===== config.mk =====
export PLATFORM = sky130hd
export DESIGN_NAME = comment_strip_reindent
export DESIGN_NICKNAME = d
export VERILOG_FILES = /design/src/csri_pkg.sv /design/src/csri_fifo.sv /design/src/csri_front.sv /design/src/csri_back.sv /design/src/comment_strip_reindent.sv
export VERILOG_INCLUDE_DIRS = /design/src /design/src/src
export SDC_FILE = /design/constraint.sdc
export NUM_CORES = 1
export LEC_CHECK = 0
export BUFFER_PORTS_ARGS = -buffer_cell sky130_fd_sc_hd__buf_2
export CAP_MARGIN = 20
export CORE_UTILIZATION = 62
export DETAILED_ROUTE_END_ITERATION = 6
export GPL_ROUTABILITY_DRIVEN = 0
export GPL_TIMING_DRIVEN = 0
export PLACE_DENSITY = 0.88
export SYNTH_ARGS = -nofsm -noshare
export SYNTH_HDL_FRONTEND = slang
export SYNTH_HIERARCHICAL = 1
export SYNTH_SLANG_ARGS = --single-unit

===== constraint.sdc =====
create_clock -name clk -period 13.99 [get_ports clk]
set_input_delay 2.798 -clock clk [delete_from_list [all_inputs] [get_ports clk]]
set_output_delay 2.798 -clock clk [all_outputs]
set_load 0.05 [all_outputs]

===== src/assert_macros.svh =====
// Assertion macros for the RTL files; the top level includes them.
`ifndef ASSERT_MACROS_SVH
`define ASSERT_MACROS_SVH
`ifndef SYNTHESIS
`define ASSERT_IMPLY(lbl, clk, rst, ante, cons, msg) \
  lbl: assert property (@(posedge clk) disable iff (rst) (ante) |-> (cons)) else $error(msg);
`define ASSERT_NEXT(lbl, clk, rst, ante, cons, msg) \
  lbl: assert property (@(posedge clk) disable iff (rst) (ante) |=> (cons)) else $error(msg);
`else
`define ASSERT_IMPLY(lbl, clk, rst, ante, cons, msg)
`define ASSERT_NEXT(lbl, clk, rst, ante, cons, msg)
`endif
`endif


===== src/csri_pkg.sv =====
// Types and constants of the comment stripper and re-indenter.
package csri_pkg;

  localparam int MAX_DEPTH_DEF = 255;
  localparam int LEVEL_W = 13;
  localparam int FIFO_DEPTH = 2;

  localparam logic [3:0] INDENT_WIDTH_RST = 4'd4;
  localparam logic REG_IDX_INDENT_WIDTH = 1'b0;

  localparam logic [7:0] CH_SLASH = 8'h2F;
  localparam logic [7:0] CH_LBRACE = 8'h7B;
  localparam logic [7:0] CH_RBRACE = 8'h7D;
  localparam logic [7:0] CH_SPACE = 8'h20;
  localparam logic [7:0] CH_TAB = 8'h09;
  localparam logic [7:0] CH_NEWLINE = 8'h0A;

  typedef logic signed [LEVEL_W-1:0] level_t;

  typedef struct packed {
    logic slash;
    logic indent_en;
    level_t level;
    logic char_valid;
    logic [7:0] char_byte;
  } token_t;

  typedef struct packed {
    logic full;
    logic empty;
  } q_status_t;

endpackage


===== src/csri_fifo.sv =====
// Short queue of classified transactions between the front and back parts.
module csri_fifo (
  input  logic               clk,
  input  logic               rst,
  input  logic               push,
  input  csri_pkg::token_t   push_data,
  input  logic               pop,
  output csri_pkg::token_t   pop_data,
  output csri_pkg::q_status_t status
);

  localparam int AW = $clog2(csri_pkg::FIFO_DEPTH);

  csri_pkg::token_t entries [csri_pkg::FIFO_DEPTH];
  logic [AW-1:0] wptr;
  logic [AW-1:0] rptr;
  logic [AW:0] count;

  always_ff @(posedge clk) begin
    if (push) begin
      entries[wptr] <= push_data;
    end
  end

  always_ff @(posedge clk) begin
    if (rst) begin
      wptr <= '0;
      rptr <= '0;
      count <= '0;
    end else begin
      if (push) begin
        wptr <= (wptr == AW'(csri_pkg::FIFO_DEPTH - 1)) ? '0 : wptr + AW'(1);
      end
      if (pop) begin
        rptr <= (rptr == AW'(csri_pkg::FIFO_DEPTH - 1)) ? '0 : rptr + AW'(1);
      end
      if (push && !pop) begin
        count <= count + (AW+1)'(1);
      end else if (pop && !push) begin
        count <= count - (AW+1)'(1);
      end
    end
  end

  assign pop_data = entries[rptr];
  assign status.full = (count == (AW+1)'(csri_pkg::FIFO_DEPTH));
  assign status.empty = (count == '0);

endmodule


===== src/csri_front.sv =====
// Front part: tracks comment, line start and brace depth and classifies each byte.
module csri_front #(
  parameter int MAX_DEPTH = csri_pkg::MAX_DEPTH_DEF
) (
  input  logic             clk,
  input  logic             rst,
  input  logic             take,
  input  logic [7:0]       in_char,
  output csri_pkg::token_t token
);

  localparam int DW = $clog2(MAX_DEPTH + 1) + 1;
  localparam logic signed [DW-1:0] DEPTH_HI = DW'(MAX_DEPTH);
  localparam logic signed [DW-1:0] DEPTH_LO = -DW'(MAX_DEPTH);

  logic in_comment;
  logic in_comment_next;
  logic [7:0] last_char;
  logic [7:0] last_char_next;
  logic signed [DW-1:0] depth;
  logic signed [DW-1:0] depth_next;
  csri_pkg::level_t depth_ext;

  assign depth_ext = csri_pkg::LEVEL_W'(depth);

  always_comb begin
    in_comment_next = in_comment;
    last_char_next = last_char;
    depth_next = depth;
    token = '0;
    if (in_comment) begin
      if (in_char == csri_pkg::CH_NEWLINE) begin
        in_comment_next = 1'b0;
        last_char_next = csri_pkg::CH_NEWLINE;
        token.char_valid = 1'b1;
        token.char_byte = csri_pkg::CH_NEWLINE;
      end
    end else if (last_char == csri_pkg::CH_SLASH && in_char == csri_pkg::CH_SLASH) begin
      in_comment_next = 1'b1;
    end else if (!(last_char == csri_pkg::CH_NEWLINE &&
                   (in_char == csri_pkg::CH_SPACE || in_char == csri_pkg::CH_TAB))) begin
      token.slash = (last_char == csri_pkg::CH_SLASH);
      token.indent_en = (last_char == csri_pkg::CH_NEWLINE);
      token.level = (in_char == csri_pkg::CH_RBRACE) ?
                    depth_ext - csri_pkg::LEVEL_W'(1) : depth_ext;
      if (in_char == csri_pkg::CH_LBRACE && depth < DEPTH_HI) begin
        depth_next = depth + DW'(1);
      end else if (in_char == csri_pkg::CH_RBRACE && depth > DEPTH_LO) begin
        depth_next = depth - DW'(1);
      end
      if (in_char != csri_pkg::CH_SLASH) begin
        token.char_valid = 1'b1;
        token.char_byte = in_char;
      end
      last_char_next = in_char;
    end
  end

  always_ff @(posedge clk) begin
    if (rst) begin
      in_comment <= 1'b0;
      last_char <= '0;
      depth <= '0;
    end else if (take) begin
      in_comment <= in_comment_next;
      last_char <= last_char_next;
      depth <= depth_next;
    end
  end

endmodule


===== src/csri_back.sv =====
// Back part: turns a classified transaction into the indent count and holds the result.
module csri_back (
  input  logic             clk,
  input  logic             rst,
  input  logic [3:0]       indent_width,
  input  logic             q_valid,
  input  csri_pkg::token_t q_data,
  output logic             q_pop,
  output logic             out_valid,
  input  logic             out_stall,
  output logic             slash_out,
  output logic [11:0]      indent_count,
  output logic             char_valid,
  output logic [7:0]       char_out
);

  localparam int PW = (csri_pkg::LEVEL_W + 3 > 12) ? csri_pkg::LEVEL_W + 3 : 12;

  logic [PW-1:0] product;
  logic [11:0] indent_calc;

  assign product = PW'(q_data.level[csri_pkg::LEVEL_W-2:0]) * PW'(indent_width);

  always_comb begin
    if (!q_data.indent_en || q_data.level <= csri_pkg::level_t'(0)) begin
      indent_calc = '0;
    end else if (product > PW'(12'hFFF)) begin
      indent_calc = 12'hFFF;
    end else begin
      indent_calc = product[11:0];
    end
  end

  assign q_pop = q_valid && (!out_valid || !out_stall);

  always_ff @(posedge clk) begin
    if (rst) begin
      out_valid <= 1'b0;
    end else if (!out_valid || !out_stall) begin
      out_valid <= q_valid;
    end
  end

  always_ff @(posedge clk) begin
    if (q_pop) begin
      slash_out <= q_data.slash;
      indent_count <= indent_calc;
      char_valid <= q_data.char_valid;
      char_out <= q_data.char_byte;
    end
  end

endmodule


===== src/comment_strip_reindent.sv =====
// Top level of the streaming comment stripper and re-indenter.
// Takes one source byte per transaction and gives one result per byte: a released slash, an
// indent count and an optional byte. A new byte is accepted every clock cycle unless in_stall
// is high because the queue is full; the result passes through the queue and the output
// register on its way to the outputs. The rate is set by the front part, whose comment,
// previous-byte and brace-depth registers are updated once per accepted byte, and the
// two-entry queue before the output register lets either side stall on its own.
`include "assert_macros.svh"
module comment_strip_reindent #(
  parameter int MAX_DEPTH = csri_pkg::MAX_DEPTH_DEF
) (
  input  logic        clk,
  input  logic        rst,
  input  logic        psel,
  input  logic        penable,
  input  logic        pwrite,
  input  logic [2:0]  paddr,
  input  logic [31:0] pwdata,
  output logic [31:0] prdata,
  output logic        pready,
  input  logic        in_valid,
  output logic        in_stall,
  input  logic [7:0]  in_char,
  output logic        out_valid,
  input  logic        out_stall,
  output logic        slash_out,
  output logic [11:0] indent_count,
  output logic        char_valid,
  output logic [7:0]  char_out
);

  logic [3:0] indent_width;
  logic take;
  logic q_pop;
  csri_pkg::token_t token;
  csri_pkg::token_t q_data;
  csri_pkg::q_status_t q_status;

  assign pready = 1'b1;

  always_ff @(posedge clk) begin
    if (rst) begin
      indent_width <= csri_pkg::INDENT_WIDTH_RST;
    end else if (psel && penable && pwrite && paddr[2] == csri_pkg::REG_IDX_INDENT_WIDTH) begin
      indent_width <= pwdata[3:0];
    end
  end

  assign prdata = (paddr[2] == csri_pkg::REG_IDX_INDENT_WIDTH) ? {28'd0, indent_width} : '0;

  assign in_stall = q_status.full;
  assign take = in_valid && !in_stall;

  csri_front #(
    .MAX_DEPTH(MAX_DEPTH)
  ) u_front (
    .clk(clk),
    .rst(rst),
    .take(take),
    .in_char(in_char),
    .token(token)
  );

  csri_fifo u_fifo (
    .clk(clk),
    .rst(rst),
    .push(take),
    .push_data(token),
    .pop(q_pop),
    .pop_data(q_data),
    .status(q_status)
  );

  csri_back u_back (
    .clk(clk),
    .rst(rst),
    .indent_width(indent_width),
    .q_valid(!q_status.empty),
    .q_data(q_data),
    .q_pop(q_pop),
    .out_valid(out_valid),
    .out_stall(out_stall),
    .slash_out(slash_out),
    .indent_count(indent_count),
    .char_valid(char_valid),
    .char_out(char_out)
  );

  `ASSERT_NEXT(a_push_lands, clk, rst, take, !q_status.empty, "Accepted transaction missing from queue")
  `ASSERT_NEXT(a_queue_drains, clk, rst, !q_status.empty && (!out_valid || !out_stall), out_valid, "Queued transaction not moved to output")
  `ASSERT_IMPLY(a_slash_no_indent, clk, rst, out_valid && slash_out, indent_count == 12'd0, "Slash released together with an indent")

endmodule

Word level (Yosys, flattened, before mapping). Memories as Yosys holds them, arrays and structs flattened. A register that Yosys moved wholly into a read port is not among the register bits. Index checks and enable logic that the tools add are counted.

Reduce and logical (&&, ||, !) cells: 26. Bitwise gates (word level): 4. Add/subtract/negate cells: 7. $lt $le $gt $ge: 4. Eq/ne operators: 13. Div/mod/pow operators: 0. Multiplexer cells: 26. Shift-type cells: 0. $mul: 1.

Operators by type and width (count): 24-bit two-way mux (2); 9-bit two-way mux (5); 8-bit two-way mux (4); 8-bit by 4-bit equality test with 1-bit output, second input constant (3); 8-bit by 6-bit equality test with 1-bit output, second input constant (3); 8-bit by 7-bit equality test with 1-bit output, second input constant (2); 16-bit by 12-bit greater-than comparator with 1-bit output, second input constant (1); 12-bit by 5-bit multiplier with 16-bit output (1); 15-bit two-way mux (1); 13-bit by 1-bit <= comparator with 1-bit output, second input constant (1); 13-bit two-way mux (1); 12-bit two-way mux (1); 1-bit logical AND (11); 9-bit by 2-bit subtractor with 10-bit output, second input constant (1); 9-bit by 2-bit adder with 9-bit output, second input constant (1); 9-bit greater-than comparator, second input constant (1); 9-bit less-than comparator, second input constant (1); 1-bit two-way mux (9); 9-bit by 2-bit subtractor with 9-bit output, second input constant (1); 8-bit by 6-bit inequality test with 1-bit output, second input constant (1); 1-bit logical NOT (7); 5-bit AND reduction (1); 2-bit two-way mux (2); 4-bit two-way mux (1); 11 further kinds (19).

Register bits after elaboration: 49. Latch bits: 0. Logic and storage cells: 94. Bits in read-only memories: 0. Input bits: 50. Memories kept: 1. Memory bits (writable): 48.

Memories: u_fifo.entries (depth 2, width 24, read ports 1, clocked after memory_dff 1, write ports 1, RTL line csri_fifo.sv:14) `csri_pkg::token_t entries [csri_pkg::FIFO_DEPTH];`.

Depth between registers and ports, before layout. Gate-level depths: netlist of the first run.

Depth after elaboration: 7. Mapped depth: 18. Depth with buffers taken out: 15.

Cells and area by module. Netlist of the first run, hierarchy kept.

By module, submodules not included: csri_back (cells each 271, area an instance 2615.0 um^2, instances 1, sequential area each 680.7 um^2); csri_fifo (cells each 97, area an instance 1939.4 um^2, instances 1, sequential area each 1541.5 um^2); csri_front (cells each 207, area an instance 1576.5 um^2, instances 1, sequential area each 360.3 um^2); comment_strip_reindent (cells each 55, area an instance 456.7 um^2, instances 1, sequential area each 80.1 um^2).

Worst setup path after synthesis of the first run. Ideal clock, no wire load.

Kind: in2out. From: in paddr[2]. To: out prdata[0]. Arrival: 3147 ps. Stages on the path: 1. Setup slack: 8045 ps. Buffers on the path: 0. Cells stage by stage: and2b_2.

Longest elaborated chain between the ends: 1.

Ends and longest elaborated chain: from (decl) (RTL line comment_strip_reindent.sv:17) `input logic [2:0] paddr,`; 4-bit two-way mux (RTL line comment_strip_reindent.sv:49) `assign prdata = (paddr[2] == csri_pkg::REG_IDX_INDENT_WIDTH) ? {28'd0, indent_width} : '0;`; to (decl) (RTL line comment_strip_reindent.sv:19) `output logic [31:0] prdata,`.

No other way between the ends.

Worst setup path after layout of the first run.
From: in paddr[2]. To: out prdata[2].

Same word-level chain as after synthesis.

==> results of run 1 <==
-- layout by cell type (no fill, tap or decap), types with 4 or more instances in the layout --
master	Yosys	final
sky130_fd_sc_hd__o211ai_1	4	4
sky130_fd_sc_hd__clkbuf_8	0	9
sky130_fd_sc_hd__or3_1	8	8
sky130_fd_sc_hd__nand3_1	13	13
sky130_fd_sc_hd__conb_1	2	29
sky130_fd_sc_hd__and2b_2	5	5
sky130_fd_sc_hd__nor2_1	47	47
sky130_fd_sc_hd__buf_2	3	50
sky130_fd_sc_hd__nor4_1	7	7
sky130_fd_sc_hd__a21oi_1	26	26
sky130_fd_sc_hd__and2_1	44	44
sky130_fd_sc_hd__fa_1	25	25
sky130_fd_sc_hd__nand3b_1	4	4
sky130_fd_sc_hd__nand2b_1	12	12
sky130_fd_sc_hd__o21ai_0	9	9
sky130_fd_sc_hd__mux2_2	24	24
sky130_fd_sc_hd__clkbuf_1	8	8
sky130_fd_sc_hd__ha_1	39	39
sky130_fd_sc_hd__buf_4	35	35
sky130_fd_sc_hd__mux2i_1	10	10
sky130_fd_sc_hd__xnor2_1	17	17
sky130_fd_sc_hd__nand2_1	34	34
sky130_fd_sc_hd__nand4_1	5	5
sky130_fd_sc_hd__dfxtp_1	28	28
sky130_fd_sc_hd__a31oi_1	12	12
sky130_fd_sc_hd__edfxtp_1	70	70
sky130_fd_sc_hd__inv_1	59	59
sky130_fd_sc_hd__nor3_1	6	6
sky130_fd_sc_hd__xor2_1	13	13
-- path summary, 6_finish.rpt --
path / start / end / cells past startpoint
worst max-delay path: paddr[2] / prdata[2] / 3
worst min-delay path: u_front/last_char[4] / u_front/last_char[4] / 2
worst max register to register: flip-flop / u_back/indent_count[8] / 17
worst min register to register: u_front/last_char[4] / u_front/last_char[4] / 2
-- stage by stage --
stage / cell area, um^2 / std cells / setup WS, ns / power [mW]
after floorplan: 6690 / 657 / 8.04 / 0.777
after global placement: 7090 / 840 / 7.61 / 0.855
after detailed placement: 7130 / 842 / 7.79 / 0.878
after CTS: 7300 / 858 / 7.80 / 1.04
after global routing: 7330 / 859 / 7.79 / 1.09
final: 7330 / 859 / 7.80 / 1.03
-- layout make-up --
| cell class | count | area (um^2) | area share |
|---|---|---|---|
| multi-input cells | 448 | 3450 | 0.471 |
| flip-flops and latches | 98 | 2660 | 0.363 |
| plain buffers | 52 | 360 | 0.0492 |
| repair buffers | 50 | 293 | 0.0400 |
| inverters | 59 | 221 | 0.0302 |
| well taps | 136 | 170 | 0.0232 |
| clock buffers | 9 | 124 | 0.0169 |
| clock inverters | 7 | 43.8 | 0.00598 |
-- logic make-up after synthesis --
logic type                 after synthesis  share of synthesized area
AOI/OAI and AO/OA                       79                     0.0807
xor gates and xnor gates                30                     0.0399
adders and majority gates               64                      0.150
buffers and inverters                  111                     0.0883
DFF                                     98                      0.404
muxes                                   35                     0.0585
other                                    2                    0.00114
and+or+nand+nor                        211                      0.177
-- power breakdown --
part           switching [mW]  internal (mW)
logic                   0.318          0.151
registers              0.0191          0.389
clock network          0.0929         0.0639
total                   0.430          0.605
-- flip-flops by register name, summed over array words and instances (netlist names), named ones only --
name	cells
u_fifo/entries	48
u_back/indent_count	12
u_front/depth	9
u_back/char_out	8
u_front/last_char	8
indent_width	4
u_fifo/count	2
u_back/char_valid	1
u_back/out_valid	1
u_back/slash_out	1
u_fifo/rptr	1
u_fifo/wptr	1
u_front/in_comment	1
-- worst max-delay path: cells and delay by family --
kind | cells | cell delay, ns
buf+inv | 2 | 0.38
simple gates | 1 | 0.21
-- cells in the mapped netlist (2+ instances only) --
master / n / area, um^2
sky130_fd_sc_hd__and2_1: 44 / 275
sky130_fd_sc_hd__o2111ai_1: 2 / 17.5
sky130_fd_sc_hd__o211ai_1: 4 / 30.0
sky130_fd_sc_hd__buf_4: 35 / 263
sky130_fd_sc_hd__nor2_1: 47 / 176
sky130_fd_sc_hd__inv_1: 59 / 221
sky130_fd_sc_hd__nand2_1: 34 / 128
sky130_fd_sc_hd__o21a_1: 3 / 22.5
sky130_fd_sc_hd__nand3b_1: 4 / 30.0
sky130_fd_sc_hd__mux2i_1: 10 / 100
sky130_fd_sc_hd__o21ai_0: 9 / 45.0
sky130_fd_sc_hd__dfxtp_1: 28 / 561
sky130_fd_sc_hd__or4_1: 2 / 15.0
sky130_fd_sc_hd__nand3_1: 13 / 65.1
sky130_fd_sc_hd__nand2b_1: 12 / 75.1
sky130_fd_sc_hd__a211o_1: 2 / 17.5
sky130_fd_sc_hd__o31ai_1: 2 / 15.0
sky130_fd_sc_hd__ha_1: 39 / 488
sky130_fd_sc_hd__a21o_2: 2 / 17.5
sky130_fd_sc_hd__or4b_1: 2 / 20.0
sky130_fd_sc_hd__nor3_1: 6 / 30.0
sky130_fd_sc_hd__conb_1: 2 / 7.51
sky130_fd_sc_hd__or3_1: 8 / 50.1
sky130_fd_sc_hd__a211oi_1: 3 / 22.5
sky130_fd_sc_hd__or2_2: 2 / 12.5
sky130_fd_sc_hd__nor2b_1: 4 / 25.0
sky130_fd_sc_hd__and2b_2: 5 / 43.8
sky130_fd_sc_hd__xor2_1: 13 / 114
sky130_fd_sc_hd__xnor2_1: 17 / 149
sky130_fd_sc_hd__clkbuf_1: 8 / 30.0
sky130_fd_sc_hd__buf_2: 3 / 15.0
sky130_fd_sc_hd__edfxtp_1: 70 / 2100
sky130_fd_sc_hd__fa_1: 25 / 500
sky130_fd_sc_hd__nor4_1: 7 / 43.8
sky130_fd_sc_hd__a21oi_1: 26 / 130
sky130_fd_sc_hd__nand4_1: 5 / 31.3
sky130_fd_sc_hd__a31oi_1: 12 / 75.1
sky130_fd_sc_hd__buf_6: 3 / 33.8
sky130_fd_sc_hd__a21o_1: 3 / 22.5
sky130_fd_sc_hd__mux2_2: 24 / 270
-- per-layer routing --
metal,part of all wire,track usage,up-vias
li1,-,-,2289
met1,0.41,0.274,2264
met2,0.53,0.435,145
met3,0.043,0.0374,22
met4,0.026,0.103,0
met5,0,0,-
==> results.txt, run 1 <==
* Leakage: 3.21 nW
- Count of hold buffers inserted by post-cts repair: 0
- For this design the top-level I/O count stands at ~110.
* Number of port buffers: between 40 and 50
* Htree depth: 3
- The later pin in the worst-skew pair is clocked with a latency of between 0.3 and 0.4 ns.
* Antenna cells: 0
- Yosys synthesis warning count: 6
* # rows: 37
- The final-report max-slew violation count came to 0.
- Synthesis-to-layout area growth: 11.2%
* Final Skew: around 0.014 ns
* Hold crit path type: flip-flop to flip-flop
- Global-route wire length before repair: between 20,000 and 25,000 um
- Share of synthesized flip-flops with an asynchronous set or reset: 0
- Postcts setup bufs: 0
- Tot GR Track Use: 0.238
- Number of antenna violations at the first check in global routing: 0
- Of all nets on the critical path, the largest fanout is 5.
- For this block, the initial DRC count from the detailed router was between 150 and 200.
- The synthesized netlist contains 71 unique library cells.
* Area of the mapped netlist: between 6000 and 7000 um^2
- CTS tree: done
* Number of enable-type register cells in the synthesized netlist: 70
* Cell with the largest stage delay on the worst path: sky130_fd_sc_hd__buf_2
* Total of cells resized after clock tree synthesis: 0
* Tcrit/Tclk final: 0.443
- For the pin with the worst max-slew slack, the measured transition is approximately 0.77 ns.
- In this run the power density over the cells is around 140 nW/um^2.
* Most common cell type on the critical path: sky130_fd_sc_hd__buf_2
- Setup total negative slack on the finished layout was measured at 0 ns.
- Die ar.: 11,000 um^2
- IR analysis of the VDD net gives a maximum drop of ~0.11 mV.
* Post-route worst hold slack: 0.456 ns
- Entering global routing, the biggest net connects 25 pins.
* Clock buffers created by TritonCTS: 9
* Most common flop cell mapped by yosys: sky130_fd_sc_hd__edfxtp_1
* Detail-routed net length per standard cell: 14.8 um
- Clock tree synthesis selected as its root buffer the cell sky130_fd_sc_hd__clkbuf_8.
* Worst endpoint data arrival time: roughly 3.4 ns
- Die Ht: between 100 and 150 um
- Number of fillers in the final layout: 700
- Final antenna-violating net count: 0
- Net count reported at finish: between 800 and 900
- Setup violations, final: 0
* Kind of start point of the critical path: input port
* Portion of the post-synthesis area used by sequential elements: 0.404
* Starting density of the core: 0.638
* Via total after detailed routing: 4,720
* Number of register bits inferred by synthesis: 98
* Number of maximum-capacitance constraint violations: 0
- Delay contributed by the slowest stage of the critical path: around 0.25 ns
- Cell-by-cell trace of the critical path: buf_2 -> and2b_2 -> buf_2
* Core area: 10,300 um^2
- Clock-pin slew was measured on the worst setup and hold paths at 0.09 ns.
- Setup repair after global routing missed its margin: no
- Vias in the first global route: around 4,600
- Worst slew slack as a fraction of its limit: 0.481
- The flow ran to the end, and the final reports show no timing, DRC or antenna violations.
- STA classifies the critical path endpoint as an output pin.
* Overall routed net length: 12,700 um
* Average footprint of a synthesized cell: approximately 10 um^2
- Of the cells placed in the final design, the portion with a size suffix greater than 1 is 0.214.
- DRC: 0
- The number of hold violations in the final report is 0.
- The HPWL after detailed placement is roughly 10000 um.
- The total overflow left after global routing is 0.
* Post-Route Utilization: 0.710
- In this run the deepest clock path goes through 2 buffers.
- The critical path is of the input port to output pin type.
- Maximum clock frequency: approximately 0.16 GHz
- The setup check on the worst reg-to-reg path leaves a slack of between 8 and 9 ns.
- The routed design could run at a clock period as short as ~6.2 ns.
- Synthesis produced a netlist whose cell count is 630.
- Via count normalized by instance count: 5.49
- For this run, the detailed router's first-pass iteration total came to 4.
- Clock Sink Count: just under 100
* DIE WIDTH: ~110 um
* Required time of the critical path: about 11 ns
Note: power is estimated with default switching activity, not from simulation.
==> run 2: changes to the inputs <==
--- a/config.mk
+++ b/config.mk
@@ -8,11 +8,11 @@
 export LEC_CHECK = 0
 export BUFFER_PORTS_ARGS = -buffer_cell sky130_fd_sc_hd__buf_2
 export CAP_MARGIN = 20
-export CORE_UTILIZATION = 62
+export CORE_UTILIZATION = 52
 export DETAILED_ROUTE_END_ITERATION = 6
 export GPL_ROUTABILITY_DRIVEN = 0
 export GPL_TIMING_DRIVEN = 0
-export PLACE_DENSITY = 0.88
+export PLACE_DENSITY = 0.79
 export SYNTH_ARGS = -nofsm -noshare
 export SYNTH_HDL_FRONTEND = slang
 export SYNTH_HIERARCHICAL = 1
==> constraint.sdc (replaced) <==
create_clock -name clk -period 5.1 [get_ports clk]
set_input_delay 1.02 -clock clk [delete_from_list [all_inputs] [get_ports clk]]
set_output_delay 1.02 -clock clk [all_outputs]
set_load 0.05 [all_outputs]
==> run 2 against run 1 <==
The flow now finishes with violations (design-rule violations); cell area grew 3.3%; non-clock buffer count up 2; combinational power rose to 2.8 times the previous value; final cell count rose by 3.8%; sequential power grew to 2.7 times the previous value; sequential share of layout area shrank 1.2 points; via count down 1.9%; die area rose by 19%; highest routed layer unchanged.
==> results.txt, run 2 (synthesis gave the netlist of run 1 again) <==
- The later pin in the worst-skew pair is clocked with a latency of 0.34 ns.
* Worst slew slack as a fraction of its limit: 0.520
- Global-route wire length before repair: ~21,000 um
* # rows: 40
* Longest Clk Path Bufs: 2
- The library cells used most frequently in the layout, excluding fill and tap cells, are 70 x sky130_fd_sc_hd__edfxtp_1, 59 x sky130_fd_sc_hd__inv_1, 50 x sky130_fd_sc_hd__buf_2, 47 x sky130_fd_sc_hd__nor2_1, 44 x sky130_fd_sc_hd__and2_1.
* Instance count after placement with tap cells included: 874
- The final-report max-slew violation count came to 0.
- Count of cells along the worst register-to-register path: 17
- Setup violations, final: 0
- Maximum clock frequency: a little over 0.2 GHz
* Net count reported at finish: 834
- Reg-to-reg critical path endpoint: u_back/indent_count[5]
- The tree built by TritonCTS fans out to between 90 and 100 sinks.
* Hold Startpoint: u_front/last_char[4]
- Clock-pin slew reported for the worst setup and hold paths after clock tree synthesis: 0.07 ns
- Hold Path Cell Cnt: 2
- Worst setup slack for register-to-register paths: between 0.15 and 0.2 ns
- Post-Layout Cell Count: between 800 and 900
* DIE WIDTH: 115 um
* Antenna cells: 0
- The final reports fail on design-rule violations.
- STA puts the critical path data arrival time at 5.02 ns.
- Vias in the first global route: between 4,000 and 5,000
- Number of port buffers: 47
* Htree depth: 3
* Number of flip-flops in the largest register: 48
- Via total after detailed routing: 4,631
- Final Critical Period: 4.95 ns
- The worst-case IR drop observed on VDD is around 0.3 mV.
- Crit end category: flip-flop
* Most common cell after layout, fill and taps aside: sky130_fd_sc_hd__edfxtp_1
- From synthesis to final layout, the design area changed by 14.9%.
- Measured along the y axis, the die boundary spans 115 um.
- Num ports: between 100 and 150
* Die ar.: about 13,000 um^2
- The min-delay analysis places its worst path in the category flip-flop to flip-flop.
* Post-DP HPWL: around 10000 um
* Number of antenna violations at the first check in global routing: 0
- Number of maximum-capacitance constraint violations: 0
* Largest net degree at the start of global routing: 25
- STA puts the critical path data required time at 5.17 ns.
- Before antenna repair, the detailed router went through 7 iterations.
- Count of hold buffers inserted by post-cts repair: 0
* Power per cell area: 415 nW/um^2
- Endpoint, Worst Hold: u_front/last_char[4]
* Number of endpoints with negative hold slack in the final report: 0
* Highest net fanout along the worst path: 10
* Clock root buffer master: sky130_fd_sc_hd__clkbuf_16
- Setup repair after global routing left no endpoint under its margin.
- Core area: ~12,000 um^2
* Number of design-rule violations left by the first detailed-router iteration: about 250
- Final antenna-violating net count: 0
- Starting density of the core: 0.542
- The worst setup path is launched from a flip-flop.
- Overall overflow remaining after global route: 0
- u_fifo/entries holds more flip-flops than any other register.
- In the final layout, the registers with the most flip-flops are u_fifo/entries (48), u_back/indent_count (12), u_front/depth (9).
- Dividing the final minimum period by the clock period gives 0.970.
* Worst Setup Slack, final: between 0.15 and 0.2 ns
* Post-Route Utilization: 0.622
* Leakage: about 3.3 nW
- For the final database, setup skew stands at 0.0111 ns.
- Detail-routed net length per standard cell: 14.3 um
* Clock buffers created by TritonCTS: 9
- In the global route stage, overall resource usage came out at 0.205.
- After layout, the design draws a total of 3.14 mW.
* Sum Neg Setup Slack: 0 ns
* DRC: 1
- CTS tree: done
- Kind of critical path: flip-flop to flip-flop
- At the placement stage, the worst setup path has a slack of -0.0816 ns.
- Dividing the detail-routed via count by the number of cells gives approximately 5.2.
- The run finished, with violations left.
* Transition at the pin with the smallest max-transition slack: between 0.7 and 0.8 ns
* Layout cells sized above 1: 0.221
* Overall routed net length: roughly 13,000 um
-- run 2: changes by cell type in the layout (fill, tap and decap cells not counted), moves of 2 or more --
cell | previous run | this run
sky130_fd_sc_hd__clkbuf_16 | 0 | 9
sky130_fd_sc_hd__clkbuf_8 | 9 | 0
sky130_fd_sc_hd__bufinv_16 | 0 | 2
sky130_fd_sc_hd__ha_1 | 39 | 37
-- run 2: critical path, cell delays in order, from the launching register on --
cell                      delay, ns
sky130_fd_sc_hd__dfxtp_1       0.31
sky130_fd_sc_hd__buf_4         0.16
sky130_fd_sc_hd__buf_8         0.15
sky130_fd_sc_hd__mux2_2        0.39
sky130_fd_sc_hd__and2_1        0.17
sky130_fd_sc_hd__ha_1          0.30
sky130_fd_sc_hd__fa_1          0.55
sky130_fd_sc_hd__inv_1         0.06
sky130_fd_sc_hd__fa_1          0.52
sky130_fd_sc_hd__inv_1         0.06
sky130_fd_sc_hd__ha_4          0.25
sky130_fd_sc_hd__and2_4        0.14
sky130_fd_sc_hd__a221o_1       0.34
sky130_fd_sc_hd__o21a_1        0.22
sky130_fd_sc_hd__or4_4         0.48
sky130_fd_sc_hd__a22oi_2       0.28
sky130_fd_sc_hd__buf_2         0.21
sky130_fd_sc_hd__a31oi_1       0.08
-- run 2: timing repair --
action	4_1_cts	5_1_grt
buffers inserted	1	0
pin swaps	2	1
gates resized for setup	1	8
endpoints found under the setup margin	10	12
gates cloned	0	1
-- run 2: report_power, final --
group | total [mW] | switching, mW | internal, mW | leakage (nW)
Sequential | 1.12 | 0.0510 | 1.07 | 0.891
Clock | 0.716 | 0.287 | 0.429 | 0.151
Combinational | 1.31 | 0.871 | 0.438 | 2.25
-- run 2: layout make-up --
| class | instances | area, um^2 |
|---|---|---|
| multi-input cells | 448 | 3480 |
| clock buffers | 9 | 225 |
| well taps | 168 | 210 |
| inverters | 59 | 221 |
| fillers | 915 | 4590 |
| flip-flops and latches | 98 | 2660 |
| plain buffers | 52 | 374 |
| clock inverters | 6 | 91.3 |
| repair buffers | 52 | 305 |
-- run 2: routing by layer --
metal	wire length (um)	track usage	share of wire	vias to the layer above
li1	-	-	-	2301
met1	5490	0.245	0.43	2203
met2	6560	0.374	0.51	115
met3	542	0.0376	0.042	12
met4	158	0.0589	0.012	0
met5	0	0	0	-
-- run 2: metrics by stage --
| step | hold slack [ns] | instance area (um^2) |
|---|---|---|
| final | 0.463 | 7570 |
| after CTS | 0.466 | 7500 |
| after global routing | 0.492 | 7570 |
| after global placement | 0.443 | 7130 |
| after floorplan | 0.431 | 6690 |
| after detailed placement | 0.456 | 7170 |
-- run 2: how the worst max path moves through the flow --
stage	slack, ns	to	depth (start not counted)	start
final	0.15	u_back/indent_count[5]	17	flip-flop
after global routing	0.02	u_back/indent_count[9]	17	flip-flop
after CTS	0.005	u_back/indent_count[8]	17	flip-flop
after detailed placement	-0.08	u_back/indent_count[8]	17	flip-flop
after global placement	-0.03	u_back/indent_count[9]	17	flip-flop
after floorplan	0.39	u_back/indent_count[3]	17	flip-flop
==> run 3: changes to the inputs <==
--- a/config.mk
+++ b/config.mk
@@ -13,6 +13,8 @@
 export GPL_ROUTABILITY_DRIVEN = 0
 export GPL_TIMING_DRIVEN = 0
 export PLACE_DENSITY = 0.79
+export RECOVER_POWER = 100
+export SETUP_SLACK_MARGIN = 0.1
 export SYNTH_ARGS = -nofsm -noshare
 export SYNTH_HDL_FRONTEND = slang
 export SYNTH_HIERARCHICAL = 1
==> run 3 against run 2 <==
The run ends with design-rule violations, max-capacitance violations, max-slew violations left; sequential cell count unchanged; core utilization fell by 0.78 points; wire length grew 2.5%; critical path type unchanged; largest power group unchanged.
==> results.txt, run 3 (synthesis gave the netlist of run 1 again) <==
- The worst setup path is captured at a flip-flop.
- Setup repair after global routing missed its margin: no
- Via count normalized by instance count: 5.25
- Worst setup slack for register-to-register paths: 0.19 ns
- Leakage: 3.17 nW
- The clock net in this run drives a total of between 90 and 100 sinks.
- Number of design-rule violations left by the first detailed-router iteration: 303
- Hold Startpoint: u_front/last_char[4]
* Area of combinational cells with multiple inputs: roughly 3500 um^2
- For this run, design rule violations remaining after detail routing come to 1.
- Data on the critical path is required at its endpoint by around 5.2 ns.
- DIE WIDTH: 115 um
- The first global-routing pass estimated about 21,000 um of wire.
- The pre-antenna-repair detailed-routing pass consisted of 7 iterations.
- The tightest hold path in the finished design has a slack of 0.463 ns.
- Detail-routed net length per standard cell: approximately 15 um
- After floorplanning, the core was sized to cover 12,200 um^2.
- The repair_antennas step left the layout with diodes totalling 0.
* Maximum clock frequency: a little over 0.2 GHz
- For this design, the CTS-stage hold fixing added 0 buffers.
- Worst slew slack as a fraction of its limit: -0.249
- Via total after detailed routing: between 4,000 and 5,000
- Post-Layout Cell Count: ~890
- Number of maximum-capacitance constraint violations: 1
* Htree depth: 3
* Vias in the first global route: 4,645
- At the end of the flow the core is filled with cells to 0.615.
- Starting density of the core: 0.542
- The library cell used most frequently in the layout, excluding fill and tap cells, is sky130_fd_sc_hd__edfxtp_1.
* Overall overflow remaining after global route: 0
- Dividing the final minimum period by the clock period gives 0.963.
- Source-to-sink clock delay at the later pin of the worst-skew pair: between 0.3 and 0.4 ns
- The flow ran to the end, but the final reports show violations.
- Number of port buffers: 47
* Largest registers ranked by flip-flop count: u_fifo/entries (48), u_back/indent_count (12), u_front/depth (9)
* Number of flip-flops in the largest register: 48
* Instance count after placement with tap cells included: about 900
- Across the whole layout, storage elements account for 2660 um^2.
- Sum Neg Setup Slack: 0 ns
* Overall routed net length: 13,100 um
- Number of antenna violations at the first check in global routing: 0
- Clock-pin slew reported for the worst setup and hold paths after clock tree synthesis: roughly 0.07 ns
- Hold Path Cell Cnt: 2
* Clock buffers created by TritonCTS: 9
- Transition at the pin with the smallest max-transition slack: roughly 1.9 ns
* Reg-to-reg critical path endpoint: u_back/indent_count[7]
* Die ar.: about 13,000 um^2
- Peak supply drop: roughly 0.31 mV
* Net count reported at finish: around 840
- Kind of critical path: flip-flop to flip-flop
* Highest net fanout along the worst path: 6
* Final antenna-violating net count: 0
- Number of fillers in the final layout: 951
* Power per cell area: 418 nW/um^2
- After floorplanning, the core was divided into 40 placement rows.
- Count of cells along the worst register-to-register path: 16
- Of the cells placed in the final design, the portion with a size suffix greater than 1 is 0.161.
- Register with the most flip-flops: u_fifo/entries
* Tot GR Track Use: 0.205
* Violated checks: design-rule violations, max-capacitance violations, max-slew violations
- Die Ht: 115 um
* Setup violations, final: 0
- The root buffer cell chosen for the clock tree is sky130_fd_sc_hd__clkbuf_16.
* Hold crit path type: flip-flop to flip-flop
- No sink is reached through more buffers than the 2 on the longest clock path.
- Worst endpoint data arrival time: 4.99 ns
* Kind of start point of the critical path: flip-flop
* CTS tree: done
- Synthesis-to-layout area growth: 13.4%
- Number of endpoints with negative hold slack in the final report: 0
* Final number of max-transition violations: 12
- Summed over all nets, the half-perimeter wirelength after detailed placement is around 9700 um.
- The path with the worst hold slack has its endpoint at u_front/last_char[4].
- Subtracting the final worst setup slack from the clock period gives between 4 and 5 ns.
- In this run the count of I/O pins placed on the die edge is approximately 110.
- Most frequent cells in the layout: 70 x sky130_fd_sc_hd__edfxtp_1, 59 x sky130_fd_sc_hd__inv_1, 47 x sky130_fd_sc_hd__nor2_1, 45 x sky130_fd_sc_hd__clkbuf_1, 37 x sky130_fd_sc_hd__ha_1
- Largest net degree at the start of global routing: 25
* Final Skew: around 0.0080 ns
[run 3: stage by stage]
step,total power [mW],instance area [um^2],setup WS (ns)
finish,3.12,7470,0.187
global route,3.29,7470,0.0385
CTS,3.14,7510,0.111
detailed placement,2.40,7170,-0.0816
global placement,2.35,7130,-0.0251
floorplan,2.13,6690,0.394
[run 3: final cells by class]
type | count | share of cell area
Clock buffer | 9 | 0.0301
Buffer | 52 | 0.0501
Multi-Input combinational cell | 448 | 0.462
Tap cell | 168 | 0.0281
Inverter | 59 | 0.0296
Clock inverter | 6 | 0.0122
Timing Repair Buffer | 54 | 0.0315
Sequential cell | 98 | 0.356
[run 3: power breakdown]
part           total [mW]  switching, mW  internal, mW
Sequential           1.13         0.0555          1.07
Combinational        1.27          0.878         0.395
Clock               0.720          0.290         0.429
[run 3: worst max-delay path by stage]
stage,startpoint,endpoint
after floorplan,flip-flop,u_back/indent_count[3]
after global placement,flip-flop,u_back/indent_count[9]
after CTS,flip-flop,u_back/indent_count[8]
after detailed placement,flip-flop,u_back/indent_count[8]
after global routing,flip-flop,u_back/indent_count[2]
final,flip-flop,u_back/indent_count[7]
[run 3: critical path: stages (launching register included)]
cell and delay, ns:
sky130_fd_sc_hd__dfxtp_1 0.33, sky130_fd_sc_hd__buf_6 0.14, sky130_fd_sc_hd__mux2_2 0.40, sky130_fd_sc_hd__and2_1 0.17, sky130_fd_sc_hd__ha_1 0.31, sky130_fd_sc_hd__fa_1 0.54
sky130_fd_sc_hd__inv_1 0.05, sky130_fd_sc_hd__fa_1 0.52, sky130_fd_sc_hd__inv_1 0.04, sky130_fd_sc_hd__ha_1 0.33, sky130_fd_sc_hd__and2_0 0.19, sky130_fd_sc_hd__a221o_1 0.35
sky130_fd_sc_hd__o21a_1 0.22, sky130_fd_sc_hd__or4_1 0.48, sky130_fd_sc_hd__a22oi_2 0.28, sky130_fd_sc_hd__buf_2 0.21, sky130_fd_sc_hd__a31oi_1 0.08
[run 3: layer usage]
metal  share of wire  wire length, um  track usage  vias up
li1                -                -            -     2302
met1            0.42             5460        0.245     2215
met2            0.52             6740        0.374      153
met3           0.049              636       0.0376       24
met4           0.018              231       0.0589        0
met5               0                0            0        -
[run 3: repair_timing]
item,CTS,global route
gates resized for setup,4,12
endpoints found under the setup margin,12,12
gates cloned,0,1
buffers inserted,1,2
pin swaps,2,2
